$ cat config.mk
export PLATFORM = sky130hd
export DESIGN_NAME = midi_track_event_parser_top
export DESIGN_NICKNAME = d
export VERILOG_FILES = /design/src/hw/rtl/mtep_pkg.sv /design/src/hw/rtl/midi_track_event_parser_top.sv /design/src/hw/rtl/mtep_time.sv
export SDC_FILE = /design/constraint.sdc
export NUM_CORES = 1
export LEC_CHECK = 0
export ABC_AREA = 0
export BUFFER_PORTS_ARGS = -buffer_cell sky130_fd_sc_hd__buf_2
export CAP_MARGIN = 20
export CORE_MARGIN = 1.5
export CORE_UTILIZATION = 57
export CTS_BUF_LIST = sky130_fd_sc_hd__clkbuf_8
export DETAILED_ROUTE_END_ITERATION = 10
export GPL_TIMING_DRIVEN = 1
export HOLD_SLACK_MARGIN = 0.1
export PLACE_DENSITY_LB_ADDON = 0.12
export SLEW_MARGIN = 20
export SYNTH_ARGS = -nofsm -noshare
export SYNTH_HDL_FRONTEND = slang
export SYNTH_HIERARCHICAL = 1
export SYNTH_SLANG_ARGS = --single-unit
$ cat constraint.sdc
create_clock -name clk -period 9.66 [get_ports clk]
set_clock_uncertainty 0.1 [all_clocks]
set_input_delay 0.966 -clock clk [delete_from_list [all_inputs] [get_ports clk]]
set_output_delay 0.966 -clock clk [all_outputs]
set_load 0.03 [all_outputs]
$ cat src/hw/rtl/mtep_pkg.sv
// Shared types, constants and decode functions for the MIDI track event parser.
package mtep_pkg;

	localparam int VLV_MAX_BYTES_DEF = 4;
	localparam int TIME_WIDTH_DEF    = 32;
	localparam int ACC_W             = 28;

	// result kinds
	localparam logic [1:0] CLS_CHAN  = 2'd0;
	localparam logic [1:0] CLS_META  = 2'd1;
	localparam logic [1:0] CLS_SYSEX = 2'd2;
	localparam logic [1:0] CLS_ERR   = 2'd3;

	localparam logic [7:0] ST_META    = 8'hFF;
	localparam logic [7:0] META_SEQ   = 8'h00;
	localparam logic [7:0] META_CHPFX = 8'h20;
	localparam logic [7:0] META_EOT   = 8'h2F;
	localparam logic [7:0] META_TEMPO = 8'h51;
	localparam logic [7:0] META_SMPTE = 8'h54;
	localparam logic [7:0] META_TSIG  = 8'h58;
	localparam logic [7:0] META_KSIG  = 8'h59;

	localparam logic [3:0] HDR_BYTES = 4'd14;

	typedef struct packed {
		logic clear;     // start a new variable-length value
		logic feed;      // shift in one 7-bit group
		logic add_time;  // add finished delta into absolute time
	} vlv_ctl_t;

	typedef struct packed {
		logic [1:0]       cls;
		logic [7:0]       status;
		logic [7:0]       meta;
		logic [3:0]       chan;
		logic [ACC_W-1:0] v1;
		logic [7:0]       v2;
		logic [7:0]       v3;
		logic [7:0]       v4;
		logic [7:0]       v5;
		logic [31:0]      ev_time;
		logic             last;
	} result_t;

	// expected chunk id bytes, "MTrk"
	function automatic logic [7:0] trk_id_byte(input logic [1:0] idx);
		logic [7:0] r;
		case (idx)
			2'd0: r = 8'h4D;
			2'd1: r = 8'h54;
			2'd2: r = 8'h72;
			default: r = 8'h6B;
		endcase
		return r;
	endfunction

	// data bytes after a channel status
	function automatic logic [1:0] chan_len(input logic [7:0] st);
		logic [1:0] r;
		if (st[7:4] == 4'hC || st[7:4] == 4'hD) r = 2'd1;
		else if (st[7]) r = 2'd2;
		else r = 2'd0;
		return r;
	endfunction

	// fixed data count of a meta type; fixed=0 means length-prefixed
	function automatic logic [3:0] meta_len(input logic [7:0] t);
		logic [3:0] r; // {fixed, count}
		case (t)
			META_SEQ:   r = {1'b1, 3'd2};
			META_CHPFX: r = {1'b1, 3'd1};
			META_TEMPO: r = {1'b1, 3'd3};
			META_SMPTE: r = {1'b1, 3'd5};
			META_TSIG:  r = {1'b1, 3'd4};
			META_KSIG:  r = {1'b1, 3'd2};
			META_EOT:   r = {1'b1, 3'd0};
			default:    r = {1'b0, 3'd0};
		endcase
		return r;
	endfunction

endpackage

$ cat src/hw/rtl/midi_track_event_parser_top.sv
// Top level of the MIDI track event parser: byte sequencer and result register.
//
// Usage:
// - s_axis carries the Standard MIDI File one byte per request, in file order.
// - The 14-byte header is dropped, then target_track chunks are skipped whole,
//   then the next chunk must be an MTrk chunk; its events are decoded.
// - m_axis gives one request per finished event: tuser is the event class,
//   tlast marks end of track or a bad chunk id. After either, input bytes are
//   still taken but ignored until reset.
// - target_track is loaded by cfg_we / cfg_wdata while the stream is idle.
// Throughput and latency:
// - One byte per cycle. Each byte updates the sequencer state in the cycle it
//   is taken; a result it completes is on m_axis the next cycle.
// - The single output register sets the rate: s_axis_tready is low only while
//   a result is held and m_axis_tready is low. A byte arriving with the held
//   result drained in the same cycle is still taken.
// Reset (arst_n low): sequencer back to header skip, time zero, no result
// pending, target_track zero.
module midi_track_event_parser_top import mtep_pkg::*; #(
	parameter int VLV_MAX_BYTES = VLV_MAX_BYTES_DEF,
	parameter int TIME_WIDTH    = TIME_WIDTH_DEF
) (
	input  logic         clk,
	input  logic         arst_n,
	input  logic         cfg_we,
	input  logic [15:0]  cfg_wdata,       // target_track
	input  logic         s_axis_tvalid,
	output logic         s_axis_tready,
	input  logic [7:0]   s_axis_tdata,    // [7:0] data_byte
	output logic         m_axis_tvalid,
	input  logic         m_axis_tready,
	// [7:0] status_byte, [15:8] meta_type, [19:16] channel, [47:20] value_one,
	// [55:48] value_two, [63:56] value_three, [71:64] value_four,
	// [79:72] value_five, [111:80] event_time
	output logic [111:0] m_axis_tdata,
	output logic [1:0]   m_axis_tuser,    // [1:0] event_class
	output logic         m_axis_tlast
);

	localparam logic [3:0] PH_HDR        = 4'd0;
	localparam logic [3:0] PH_SKIP_ID    = 4'd1;
	localparam logic [3:0] PH_SKIP_LEN   = 4'd2;
	localparam logic [3:0] PH_SKIP_BODY  = 4'd3;
	localparam logic [3:0] PH_ID         = 4'd4;
	localparam logic [3:0] PH_LEN        = 4'd5;
	localparam logic [3:0] PH_DELTA      = 4'd6;
	localparam logic [3:0] PH_STATUS     = 4'd7;
	localparam logic [3:0] PH_CHAN_DATA  = 4'd8;
	localparam logic [3:0] PH_META_TYPE  = 4'd9;
	localparam logic [3:0] PH_META_SIZE  = 4'd10;
	localparam logic [3:0] PH_META_FIXED = 4'd11;
	localparam logic [3:0] PH_META_VLV   = 4'd12;
	localparam logic [3:0] PH_SYSEX_LEN  = 4'd13;
	localparam logic [3:0] PH_SKIP_DATA  = 4'd14;
	localparam logic [3:0] PH_HALT       = 4'd15;

	// registered state
	logic [15:0] target_q;
	logic [3:0]  phase_q;
	logic [3:0]  bcnt_q;
	logic [31:0] skip_q;
	logic [15:0] trk_q;
	logic [7:0]  held_st_q;
	logic [7:0]  held_meta_q;
	logic [7:0]  fld_q [5];
	logic        id_ok_q;

	// next state
	logic [3:0]  phase_d;
	logic [3:0]  bcnt_d;
	logic [31:0] skip_d;
	logic [15:0] trk_d;
	logic [7:0]  held_st_d;
	logic [7:0]  held_meta_d;
	logic [7:0]  fld_d [5];
	logic        id_ok_d;

	// helpers
	logic             accept;
	logic [7:0]       b;
	logic [3:0]       bcnt_inc;
	logic [15:0]      trk_inc;
	logic [31:0]      skip_dec;
	logic [31:0]      skip_shift;
	logic [7:0]       fw [5];   // field bytes with this byte written in
	logic [3:0]       mlen;
	logic [3:0]       mlen_in;  // meta decode of the incoming byte
	logic [1:0]       clen;
	logic             emit;
	result_t          res;
	vlv_ctl_t         vctl;
	logic             vlv_done;
	logic [ACC_W-1:0] acc_cur;
	logic [ACC_W-1:0] acc_nxt;
	logic [31:0]      ev_time;

	// output register
	logic    m_valid_q;
	result_t res_q;

	assign accept        = s_axis_tvalid && s_axis_tready;
	assign s_axis_tready = !m_valid_q || m_axis_tready;
	assign b             = s_axis_tdata;

	assign bcnt_inc   = bcnt_q + 4'd1;
	assign trk_inc    = trk_q + 16'd1;
	assign skip_dec   = (skip_q != 32'd0) ? skip_q - 32'd1 : skip_q;
	assign skip_shift = {skip_q[23:0], b};
	assign mlen       = meta_len(held_meta_q);
	assign mlen_in    = meta_len(b);
	assign clen       = chan_len(held_st_q);

	always_comb begin
		for (int i = 0; i < 5; i++) begin
			fw[i] = (bcnt_q == 4'(i)) ? b : fld_q[i];
		end
	end

	mtep_time #(
		.VLV_MAX_BYTES (VLV_MAX_BYTES),
		.TIME_WIDTH    (TIME_WIDTH)
	) u_time (
		.clk        (clk),
		.arst_n     (arst_n),
		.ctl        (vctl),
		.data_byte  (b),
		.done       (vlv_done),
		.acc_cur    (acc_cur),
		.acc_nxt    (acc_nxt),
		.event_time (ev_time)
	);

	always_comb begin
		phase_d     = phase_q;
		bcnt_d      = bcnt_q;
		skip_d      = skip_q;
		trk_d       = trk_q;
		held_st_d   = held_st_q;
		held_meta_d = held_meta_q;
		fld_d       = fld_q;
		id_ok_d     = id_ok_q;
		emit        = 1'b0;
		res         = '0;
		vctl        = '0;

		case (phase_q)
			PH_HDR: begin
				bcnt_d = bcnt_inc;
				if (bcnt_inc >= HDR_BYTES) begin
					bcnt_d  = '0;
					phase_d = (trk_q < target_q) ? PH_SKIP_ID : PH_ID;
				end
			end
			PH_SKIP_ID: begin
				bcnt_d = bcnt_inc;
				if (bcnt_inc >= 4'd4) begin
					bcnt_d  = '0;
					skip_d  = '0;
					phase_d = PH_SKIP_LEN;
				end
			end
			PH_SKIP_LEN: begin
				skip_d = skip_shift;
				bcnt_d = bcnt_inc;
				if (bcnt_inc >= 4'd4) begin
					bcnt_d = '0;
					if (skip_shift == 32'd0) begin
						trk_d   = trk_inc;
						phase_d = (trk_inc < target_q) ? PH_SKIP_ID : PH_ID;
					end else begin
						phase_d = PH_SKIP_BODY;
					end
				end
			end
			PH_SKIP_BODY: begin
				skip_d = skip_dec;
				if (skip_dec == 32'd0) begin
					trk_d   = trk_inc;
					bcnt_d  = '0;
					phase_d = (trk_inc < target_q) ? PH_SKIP_ID : PH_ID;
				end
			end
			PH_ID: begin
				if (b != trk_id_byte(bcnt_q[1:0])) id_ok_d = 1'b0;
				bcnt_d = bcnt_inc;
				if (bcnt_inc >= 4'd4) begin
					bcnt_d = '0;
					if (!id_ok_d) begin
						emit     = 1'b1;
						res.cls  = CLS_ERR;
						res.last = 1'b1;
						phase_d  = PH_HALT;
					end else begin
						phase_d = PH_LEN;
					end
				end
			end
			PH_LEN: begin
				bcnt_d = bcnt_inc;
				if (bcnt_inc >= 4'd4) begin
					bcnt_d     = '0;
					vctl.clear = 1'b1;
					phase_d    = PH_DELTA;
				end
			end
			PH_DELTA: begin
				vctl.feed = 1'b1;
				if (vlv_done) begin
					vctl.add_time = 1'b1;
					phase_d       = PH_STATUS;
				end
			end
			PH_STATUS: begin
				held_st_d   = b;
				held_meta_d = '0;
				for (int i = 0; i < 5; i++) fld_d[i] = '0;
				bcnt_d = '0;
				if (b == ST_META) begin
					phase_d = PH_META_TYPE;
				end else if (b[7:4] == 4'hF) begin
					phase_d = PH_SYSEX_LEN;
				end else if (chan_len(b) == 2'd0) begin
					// data byte in the status slot: event with no data
					emit        = 1'b1;
					res.cls     = CLS_CHAN;
					res.status  = b;
					res.chan    = b[3:0];
					res.ev_time = ev_time;
					vctl.clear  = 1'b1;
					phase_d     = PH_DELTA;
				end else begin
					phase_d = PH_CHAN_DATA;
				end
			end
			PH_CHAN_DATA: begin
				fld_d  = fw;
				bcnt_d = bcnt_inc;
				if (bcnt_inc >= {2'b00, clen}) begin
					emit        = 1'b1;
					res.cls     = CLS_CHAN;
					res.status  = held_st_q;
					res.chan    = held_st_q[3:0];
					res.v1      = ACC_W'(fw[0]);
					res.v2      = fw[1];
					res.ev_time = ev_time;
					vctl.clear  = 1'b1;
					phase_d     = PH_DELTA;
				end
			end
			PH_META_TYPE: begin
				held_meta_d = b;
				if (!mlen_in[3]) begin
					vctl.clear = 1'b1;
					phase_d    = PH_META_VLV;
				end else begin
					phase_d = PH_META_SIZE;
				end
			end
			PH_META_SIZE: begin
				// length byte of a fixed meta is not checked
				if (held_meta_q == META_EOT) begin
					emit        = 1'b1;
					res.cls     = CLS_META;
					res.status  = ST_META;
					res.meta    = META_EOT;
					res.ev_time = ev_time;
					res.last    = 1'b1;
					phase_d     = PH_HALT;
				end else begin
					bcnt_d  = '0;
					phase_d = PH_META_FIXED;
				end
			end
			PH_META_FIXED: begin
				fld_d  = fw;
				bcnt_d = bcnt_inc;
				if (bcnt_inc >= {1'b0, mlen[2:0]}) begin
					emit        = 1'b1;
					res.cls     = CLS_META;
					res.status  = ST_META;
					res.meta    = held_meta_q;
					res.ev_time = ev_time;
					case (held_meta_q)
						META_SEQ:   res.v1 = ACC_W'({fw[0], fw[1]});
						META_CHPFX: res.v1 = ACC_W'(fw[0]);
						META_TEMPO: res.v1 = ACC_W'({fw[0], fw[1], fw[2]});
						META_SMPTE: begin
							res.v1 = ACC_W'(fw[0]);
							res.v2 = fw[1];
							res.v3 = fw[2];
							res.v4 = fw[3];
							res.v5 = fw[4];
						end
						META_TSIG: begin
							res.v1 = ACC_W'(fw[0]);
							res.v2 = fw[1];
							res.v3 = fw[2];
							res.v4 = fw[3];
						end
						META_KSIG: begin
							// key is a signed count of sharps or flats
							res.v1 = {{(ACC_W - 8){fw[0][7]}}, fw[0]} + ACC_W'(7);
							res.v2 = fw[1];
						end
						default: res.v1 = '0;
					endcase
					vctl.clear = 1'b1;
					phase_d    = PH_DELTA;
				end
			end
			PH_META_VLV: begin
				vctl.feed = 1'b1;
				if (vlv_done) begin
					skip_d = 32'(acc_nxt);
					if (acc_nxt == '0) begin
						emit        = 1'b1;
						res.cls     = CLS_META;
						res.status  = ST_META;
						res.meta    = held_meta_q;
						res.v1      = acc_nxt;
						res.ev_time = ev_time;
						vctl.clear  = 1'b1;
						phase_d     = PH_DELTA;
					end else begin
						phase_d = PH_SKIP_DATA;
					end
				end
			end
			PH_SYSEX_LEN: begin
				skip_d = 32'(b);
				if (b == 8'd0) begin
					emit        = 1'b1;
					res.cls     = CLS_SYSEX;
					res.status  = held_st_q;
					res.ev_time = ev_time;
					vctl.clear  = 1'b1;
					phase_d     = PH_DELTA;
				end else begin
					phase_d = PH_SKIP_DATA;
				end
			end
			PH_SKIP_DATA: begin
				skip_d = skip_dec;
				if (skip_dec == 32'd0) begin
					emit        = 1'b1;
					res.ev_time = ev_time;
					if (held_st_q == ST_META) begin
						res.cls    = CLS_META;
						res.status = ST_META;
						res.meta   = held_meta_q;
						res.v1     = acc_cur;
					end else begin
						res.cls    = CLS_SYSEX;
						res.status = held_st_q;
					end
					vctl.clear = 1'b1;
					phase_d    = PH_DELTA;
				end
			end
			default: begin
				// halted: bytes are consumed and dropped
			end
		endcase

		if (!accept) begin
			vctl = '0;
			emit = 1'b0;
		end
	end

	always_ff @(posedge clk or negedge arst_n) begin
		if (!arst_n) begin
			target_q    <= '0;
			phase_q     <= PH_HDR;
			bcnt_q      <= '0;
			skip_q      <= '0;
			trk_q       <= '0;
			held_st_q   <= '0;
			held_meta_q <= '0;
			for (int i = 0; i < 5; i++) fld_q[i] <= '0;
			id_ok_q     <= 1'b1;
			m_valid_q   <= 1'b0;
		end else begin
			if (cfg_we) target_q <= cfg_wdata;
			if (accept) begin
				phase_q     <= phase_d;
				bcnt_q      <= bcnt_d;
				skip_q      <= skip_d;
				trk_q       <= trk_d;
				held_st_q   <= held_st_d;
				held_meta_q <= held_meta_d;
				fld_q       <= fld_d;
				id_ok_q     <= id_ok_d;
			end
			if (emit) m_valid_q <= 1'b1;
			else if (m_axis_tready) m_valid_q <= 1'b0;
		end
	end

	always_ff @(posedge clk) begin
		if (emit) res_q <= res;
	end

	assign m_axis_tvalid = m_valid_q;
	assign m_axis_tuser  = res_q.cls;
	assign m_axis_tlast  = res_q.last;
	assign m_axis_tdata  = {res_q.ev_time, res_q.v5, res_q.v4, res_q.v3, res_q.v2,
		res_q.v1, res_q.chan, res_q.meta, res_q.status};

	// once halted, the sequencer stays halted
	a_halt_sticky: assert property (@(posedge clk) disable iff (!arst_n)
		(phase_q == PH_HALT) |=> (phase_q == PH_HALT))
		else $error("left halt state without reset");

	// nothing follows the final request
	a_no_after_last: assert property (@(posedge clk) disable iff (!arst_n)
		(m_axis_tvalid && m_axis_tready && m_axis_tlast) |=> !m_axis_tvalid)
		else $error("result after end of track");

	// id error carries last and an empty payload
	a_err_shape: assert property (@(posedge clk) disable iff (!arst_n)
		(m_axis_tvalid && (m_axis_tuser == CLS_ERR)) |->
		(m_axis_tlast && (m_axis_tdata == '0)))
		else $error("malformed chunk id error result");

	// last only on end of track or id error
	a_last_kind: assert property (@(posedge clk) disable iff (!arst_n)
		(m_axis_tvalid && m_axis_tlast) |->
		((m_axis_tuser == CLS_ERR) ||
		 ((m_axis_tuser == CLS_META) && (m_axis_tdata[15:8] == META_EOT))))
		else $error("last on an ordinary event");

endmodule

$ cat src/hw/rtl/mtep_time.sv
// Variable-length value accumulator and saturating absolute tick time.
module mtep_time import mtep_pkg::*; #(
	parameter int VLV_MAX_BYTES = VLV_MAX_BYTES_DEF,
	parameter int TIME_WIDTH    = TIME_WIDTH_DEF
) (
	input  logic             clk,
	input  logic             arst_n,
	input  vlv_ctl_t         ctl,
	input  logic [7:0]       data_byte,
	output logic             done,       // this byte ends the value
	output logic [ACC_W-1:0] acc_cur,
	output logic [ACC_W-1:0] acc_nxt,    // value including this byte
	output logic [31:0]      event_time
);

	localparam int CNT_W = $clog2(VLV_MAX_BYTES + 1);
	localparam int SW    = ((TIME_WIDTH > ACC_W) ? TIME_WIDTH : ACC_W) + 1;
	localparam int EW    = (TIME_WIDTH > 32) ? TIME_WIDTH : 32;

	logic [ACC_W-1:0]      acc_q;
	logic [CNT_W-1:0]      cnt_q;
	logic [TIME_WIDTH-1:0] abs_q;
	logic [SW-1:0]         sum;
	logic [SW-1:0]         tmax_ext;
	logic [TIME_WIDTH-1:0] abs_d;
	logic [EW-1:0]         time_ext;

	assign acc_cur  = acc_q;
	assign acc_nxt  = {acc_q[ACC_W-8:0], data_byte[6:0]};
	assign done     = !data_byte[7] ||
		(({1'b0, cnt_q} + 1'b1) >= (CNT_W + 1)'(VLV_MAX_BYTES));

	assign tmax_ext = SW'({TIME_WIDTH{1'b1}});
	assign sum      = SW'(abs_q) + SW'(acc_nxt);
	assign abs_d    = (sum > tmax_ext) ? {TIME_WIDTH{1'b1}} : sum[TIME_WIDTH-1:0];

	assign time_ext   = EW'(abs_q);
	assign event_time = time_ext[31:0];

	always_ff @(posedge clk or negedge arst_n) begin
		if (!arst_n) begin
			acc_q <= '0;
			cnt_q <= '0;
			abs_q <= '0;
		end else begin
			if (ctl.clear) begin
				acc_q <= '0;
				cnt_q <= '0;
			end else if (ctl.feed) begin
				acc_q <= acc_nxt;
				cnt_q <= cnt_q + 1'b1;
			end
			if (ctl.add_time) begin
				abs_q <= abs_d;
			end
		end
	end

	// value is cut at VLV_MAX_BYTES groups, so the count never passes it
	a_cnt_bound: assert property (@(posedge clk) disable iff (!arst_n)
		({1'b0, cnt_q} <= (CNT_W + 1)'(VLV_MAX_BYTES)))
		else $error("vlv group count beyond limit");

	// time only moves on a finished delta
	a_time_hold: assert property (@(posedge clk) disable iff (!arst_n)
		!ctl.add_time |=> $stable(abs_q))
		else $error("absolute time changed without a delta");

	// time is monotonic
	a_time_mono: assert property (@(posedge clk) disable iff (!arst_n)
		ctl.add_time |=> (abs_q >= $past(abs_q)))
		else $error("absolute time went backward");

endmodule

After elaboration in Yosys (flattened, before gate mapping)
Index checks and enable logic that the tools add are counted.
Widths: inputs -> output; s select.
{"block": "word_totals", "latchBits": 0, "romBits": 0, "ram_bits": 0, "memories": 0, "regBits": 308, "out_inout_bits": 117}
{"block": "op_classes", "order_cmp": 8, "bitwise": 0, "addsub": 7, "n_shift": 0, "div": 0, "reduce_logical": 44, "n_mux": 128, "eq_ne": 53, "n_mul": 0}
{"op": "$mux 32", "count": 12}
{"op": "$pmux 28 s4", "count": 2}
{"op": "$pmux 32 s7", "count": 1}
{"op": "$mux 28", "count": 6}
{"op": "$pmux 32 s5", "count": 1}
{"op": "$mux 8", "count": 13}
{"op": "$mux 4", "count": 24}
{"op": "$mux 92", "count": 1}
{"op": "$pmux 40 s2", "count": 1}
{"op": "$mux 17", "count": 4}
{"op": "$eq 8x7->1 const B", "count": 8}
{"op": "$logic_not 32->1", "count": 2}
{"op": "$mux 16", "count": 4}
{"op": "$pmux 4 s15", "count": 1}
{"op": "$pmux 8 s7", "count": 1}
{"op": "$eq 4x4->1 const B", "count": 12}
{"op": "$pmux 4 s6", "count": 2}
{"op": "$mux 40", "count": 1}
{"op": "$add 32x28->33", "count": 1}
{"op": "$gt 33x32->1 const B", "count": 1}
{"op": "$mux 33", "count": 1}
{"op": "$eq 8x6->1 const B", "count": 4}
{"op": "$lt 16x16->1", "count": 2}
{"op": "$pmux 16 s2", "count": 1}
{"op": "52 further kinds", "count": 134}

Logic depth before layout (Yosys ltp)
{"block": "depth", "depth_word": 14, "ltp_mapped": 16, "mapped_depth_nobuf": 16}

By module
Netlist, hierarchy kept.
{"mod": "midi_track_event_parser_top", "seq_area_each_um2": 6707.7, "cells_each": 1437, "area_each_um2": 14069.7, "instances": 1}
{"mod": "mtep_time", "seq_area_each_um2": 1576.5, "cells_each": 464, "area_each_um2": 4236.6, "instances": 1}

Worst setup path after synthesis
No wires, ideal clock.
{"block": "synth_path", "path_kind": "flip-flop to flip-flop", "start": "register skip_q[0]", "end": "register res_q (netlist bit m_axis_tdata[0]), enable pin", "arrival_ns": 8.995, "path_slack_ns": -0.062, "path_stages_with_launch": 16, "path_buffers": 4, "cell_sequence": "dfrtp_1 clkbuf_1 inv_1 ha_1 nor4b_2 and4_1 buf_2 and3_1 clkbuf_1 o31ai_1 o2111ai_1 or4b_1 nor3_2 a211oi_1 clkbuf_1 a21oi_1"}
{"block": "synth_via", "elab_chain_cells": 6, "elab_cells_between_ends": 7, "cone_classes": "add/sub: 1; mux: 4; reduce/logical: 2"}
{"item": "start, declared", "line": "midi_track_event_parser_top.sv:61", "rtl": "logic [31:0] skip_q;"}
{"item": "start signal, assigned", "line": "midi_track_event_parser_top.sv:388", "rtl": "skip_q <= skip_d;"}
{"item": "$sub 32x1->32 / $reduce_bool 32->1 (equally long branches)", "line": "midi_track_event_parser_top.sv:107", "rtl": "assign skip_dec = (skip_q != 32'd0) ? skip_q - 32'd1 : skip_q;"}
{"item": "$mux 32 (*)", "line": "midi_track_event_parser_top.sv:107"}
{"item": "$logic_not 32->1 (*)", "line": "midi_track_event_parser_top.sv:344", "rtl": "if (skip_dec == 32'd0) begin"}
{"item": "$mux 1 (*)", "line": "midi_track_event_parser_top.sv:344"}
{"item": "$pmux 1 s8 (*)", "line": "midi_track_event_parser_top.sv:146", "rtl": "case (phase_q)"}
{"item": "$mux 1 (*)", "line": "midi_track_event_parser_top.sv:365", "rtl": "if (!accept) begin"}
{"item": "named net emit", "line": "midi_track_event_parser_top.sv:89", "rtl": "logic emit;"}
{"item": "end signal, assigned", "line": "midi_track_event_parser_top.sv:401", "rtl": "if (emit) res_q <= res;"}
{"item": "end, declared", "line": "midi_track_event_parser_top.sv:99", "rtl": "result_t res_q;"}
The timed path passes the listed nets; every way through them passes the cells marked *.
A chain may end at the register's enable or synchronous reset.

Worst setup path in the final report
{"block": "layout_path", "start": "register skip_q[0]", "end": "register res_q (netlist bit m_axis_tdata[68]), enable pin"}
Same word-level chain as after synthesis.

==> run_results.csv <==
group,metric,value,unit
placed_design,post-place-ws,3.209,ns
floorplan,die_area,33200,sq um
global_route,grt_pass1_vias,14690,
global_route,grt_pass1_wl,82.61,mm
global_route,grt-ovfl-total,0,
placed_design,place.gp.congestion,0.9554,
global_route,grt_use_total,0.3159,
synthesis,yosysSeqAreaShare,0.4525,
detailed_routing,via_per_inst,6.439,
clock_network,htree_levels,2,
synthesis,synth_seq_cells,308,
clock_network,clk-insertion-delay-late,0.62,ns
sta,finalHoldViolCount,0,
detailed_routing,drt_first_pass_iters,7,
clock_network,cts-buffers-inserted,50,
detailed_routing,wl_met1,23.37,mm
critical_path,required,9.80,ns
critical_path,cp-endpoint,"m_axis_tdata[68]",
clock_network,cts_setup_buffers,0,
run_status,status,"finished, final reports clean",
power_and_ir_drop,peakVddDrop,0.2315,mV
clock_network,cts.clk_slew.worst_paths,0.07,ns
detailed_routing,drtIter0Drc,1655,
sta,period_share,0.6807,
clock_network,cts_root_buffer,"clkbuf_8",
floorplan,core_area,31560,sq um
floorplan,die-height,182.2,um
sta,drv_slew,0,
synthesis,async_flop_share,0.6266,
clock_network,clock_sinks,308,
power_and_ir_drop,powerDensity,364.1,nW/um^2
sta,finalSetupTns,0,ns
detailed_routing,final_antenna_net_count,0,
synthesis,ys_types,97,
sta,whs,0.3709,ns
detailed_routing,met2_length,23.34,mm
clock_network,cts_tree,"built",
finish,layout-drive-gt1-share,0.1552,
hold_path,min_path_type,"input port to asynchronous set/reset pin",
critical_path,r2r-end,"m_axis_tdata[68]",
finish,fin_util,0.6363,
critical_path,start_kind,"flop",
clock_network,cts_resized,0,
critical_path,rr_startpoint,"skip_q[0]",
critical_path,cp.arrival,6.71,ns
synthesis,yosys_most_used_dff,"dfrtp_1",
critical_path,crit_chain,"inv_1 -> ha_1 -> nor4b_2 -> and4_1 -> nand3_1 -> o311ai_0 -> nand3_1 -> or4b_1 -> nor3_2 -> a211oi_4 -> buf_4 -> a21oi_4 -> buf_4",
placed_design,dpl.hpwl,35.47,mm
synthesis,synth_nets,2003,
detailed_routing,top_layer,"met5",
critical_path,worst-path-max-fanout,63,
critical_path,worstRegToRegCells,13,
clock_network,cts_buffer_depth,3,
sta,setup_violations,0,
clock_network,cts-hold-fix-buffers,0,
synthesis,synth_edf_count,115,
run,drv_cap,0,
sta,fin_ws,3.084,ns
detailed_routing,vias,15540,
floorplan,die_w,182.2,um
floorplan,io_pins,146,
synthesis,yosysWarnings,6,
synthesis,syn_inst,1901,
critical_path,path_class,"flop to flop",
critical_path,endpoint_kind,"flop",
power_and_ir_drop,leakage,8.801,nW
placed_design,port_buffers,145,
sta,slew_headroom,0.2121,
floorplan,placement_rows,65,
sta,worst_slew_pin_slew,1.178,ns
synthesis,syn_avg_cell_area,9.630,sq um
finish,final_common_cell,"nor2_1",
detailed_routing,routed-wl-met3,3.935,mm
detailed_routing,post-route-drc-count,0,
finish,layout_common_cells,"197 x nor2_1, 192 x dfrtp_1, 148 x nand2_1",
sta,timing.fmax,152.1,MHz
global_route,grt_max_degree,122,
detailed_routing,wirelength,52.23,mm
synthesis,synth_area,18310,sq um
critical_path,slowest_stage,"buf_4",
sta,rsz0062_at_grt,"no",
critical_path,reg2reg_slack,3.08,ns
floorplan,start_util,0.5801,
critical_path,max_stage_delay,0.76,ns
critical_path,startpoint,"skip_q[0]",
global_route,antenna_found_initial,3,
finish,synthToLayoutAreaGrowth,9.685,%
sta,period_needed,6.576,ns
detailed_routing,wl_per_cell,21.65,um
finish,nets,2070,
==> synth_stat cells (30+ instances only) <==
cell	n	area, sq um
nand2_1	148	555.5
nor3_1	46	230.2
inv_1	65	244.0
nor2_1	198	743.2
nand3_1	51	255.2
a21oi_1	95	475.5
dfrtp_1	192	4805
nor4_1	30	187.7
xor2_1	40	350.3
a22o_1	37	324.1
nor2b_1	43	269.0
o21ai_0	132	660.6
edfxtp_1	115	3453
clkbuf_1	90	337.8
mux2i_1	71	710.7
a31oi_1	47	294.0
ha_1	72	900.9
xnor2_1	31	271.5
==> final cells by class <==
cell class / instances / area [sq um]
flip-flops and latches: 308 / 8284
repair buffers: 162 / 863.3
clock buffers: 60 / 825.8
inverters: 67 / 251.5
fillers: 2642 / 11480
clock inverters: 34 / 192.7
well taps: 402 / 503.0
diodes: 1 / 2.502
multi-input cells: 1379 / 9156
==> power by group <==
part	internal, mW	leakage, nW	switching (mW)
Clock	0.597	0.586	0.549
Sequential	1.73	3.58	0.485
Combinational	1.43	4.64	2.52
Total	3.76	8.80	3.56
==> registers in the layout (all words and copies together) (netlist names), 8 cells and up <==
register,count
fld_q,40
skip_q,32
u_time/event_time,32
trk_q,16
u_time/acc_cur,28
m_axis_tdata,112
held_meta_q,8
held_st_q,8
target_q,16
==> critical path: cells and delay by family (launching register included) <==
family | cells | cell delay, ns
compound gates | 3 | 1.16
fa+ha+maj | 1 | 0.26
buf+inv | 3 | 1.17
flops | 1 | 0.50
simple gates | 6 | 2.98
==> per-layer routing <==
layer  GRT usage  vias up
met3     0.05867      123
met5           0        -
met2      0.4835      674
met1      0.4509     7595
li1            -     7142
met4      0.1124        4
==> worst min path at each step <==
stage	startpoint	end	cells after the start
floorplan	id_ok_q	id_ok_q	2
global placement	id_ok_q	id_ok_q	2
detailed placement	id_ok_q	id_ok_q	2
CTS	id_ok_q	id_ok_q	2
global route	id_ok_q	id_ok_q	2
finish	arst_n	skip_q[18]	1
==> cell families after synthesis <==
| kind of cell | count (synthesis) | synth area share |
|---|---|---|
| multiplexers | 87 | 0.04887 |
| AND/OR/NAND/NOR | 640 | 0.1777 |
| AO/OA/AOI/OAI | 508 | 0.1843 |
| adder cells (fa/ha/maj) | 73 | 0.05030 |
| XOR/XNOR | 71 | 0.03397 |
| buffers and inverters | 214 | 0.05235 |
| flip-flops | 308 | 0.4525 |
==> stage by stage <==
| stage | power, mW | area (sq um) | cells |
|---|---|---|---|
| after CTS | 7.237 | 20070 | 2412 |
| after global placement | 6.020 | 19050 | 2318 |
| final | 7.312 | 20080 | 2413 |
| after floorplan | 5.129 | 18310 | 1901 |
| after detailed placement | 6.062 | 19050 | 2318 |
| after global routing | 7.813 | 20080 | 2412 |
(Power assumes the default switching activity.)
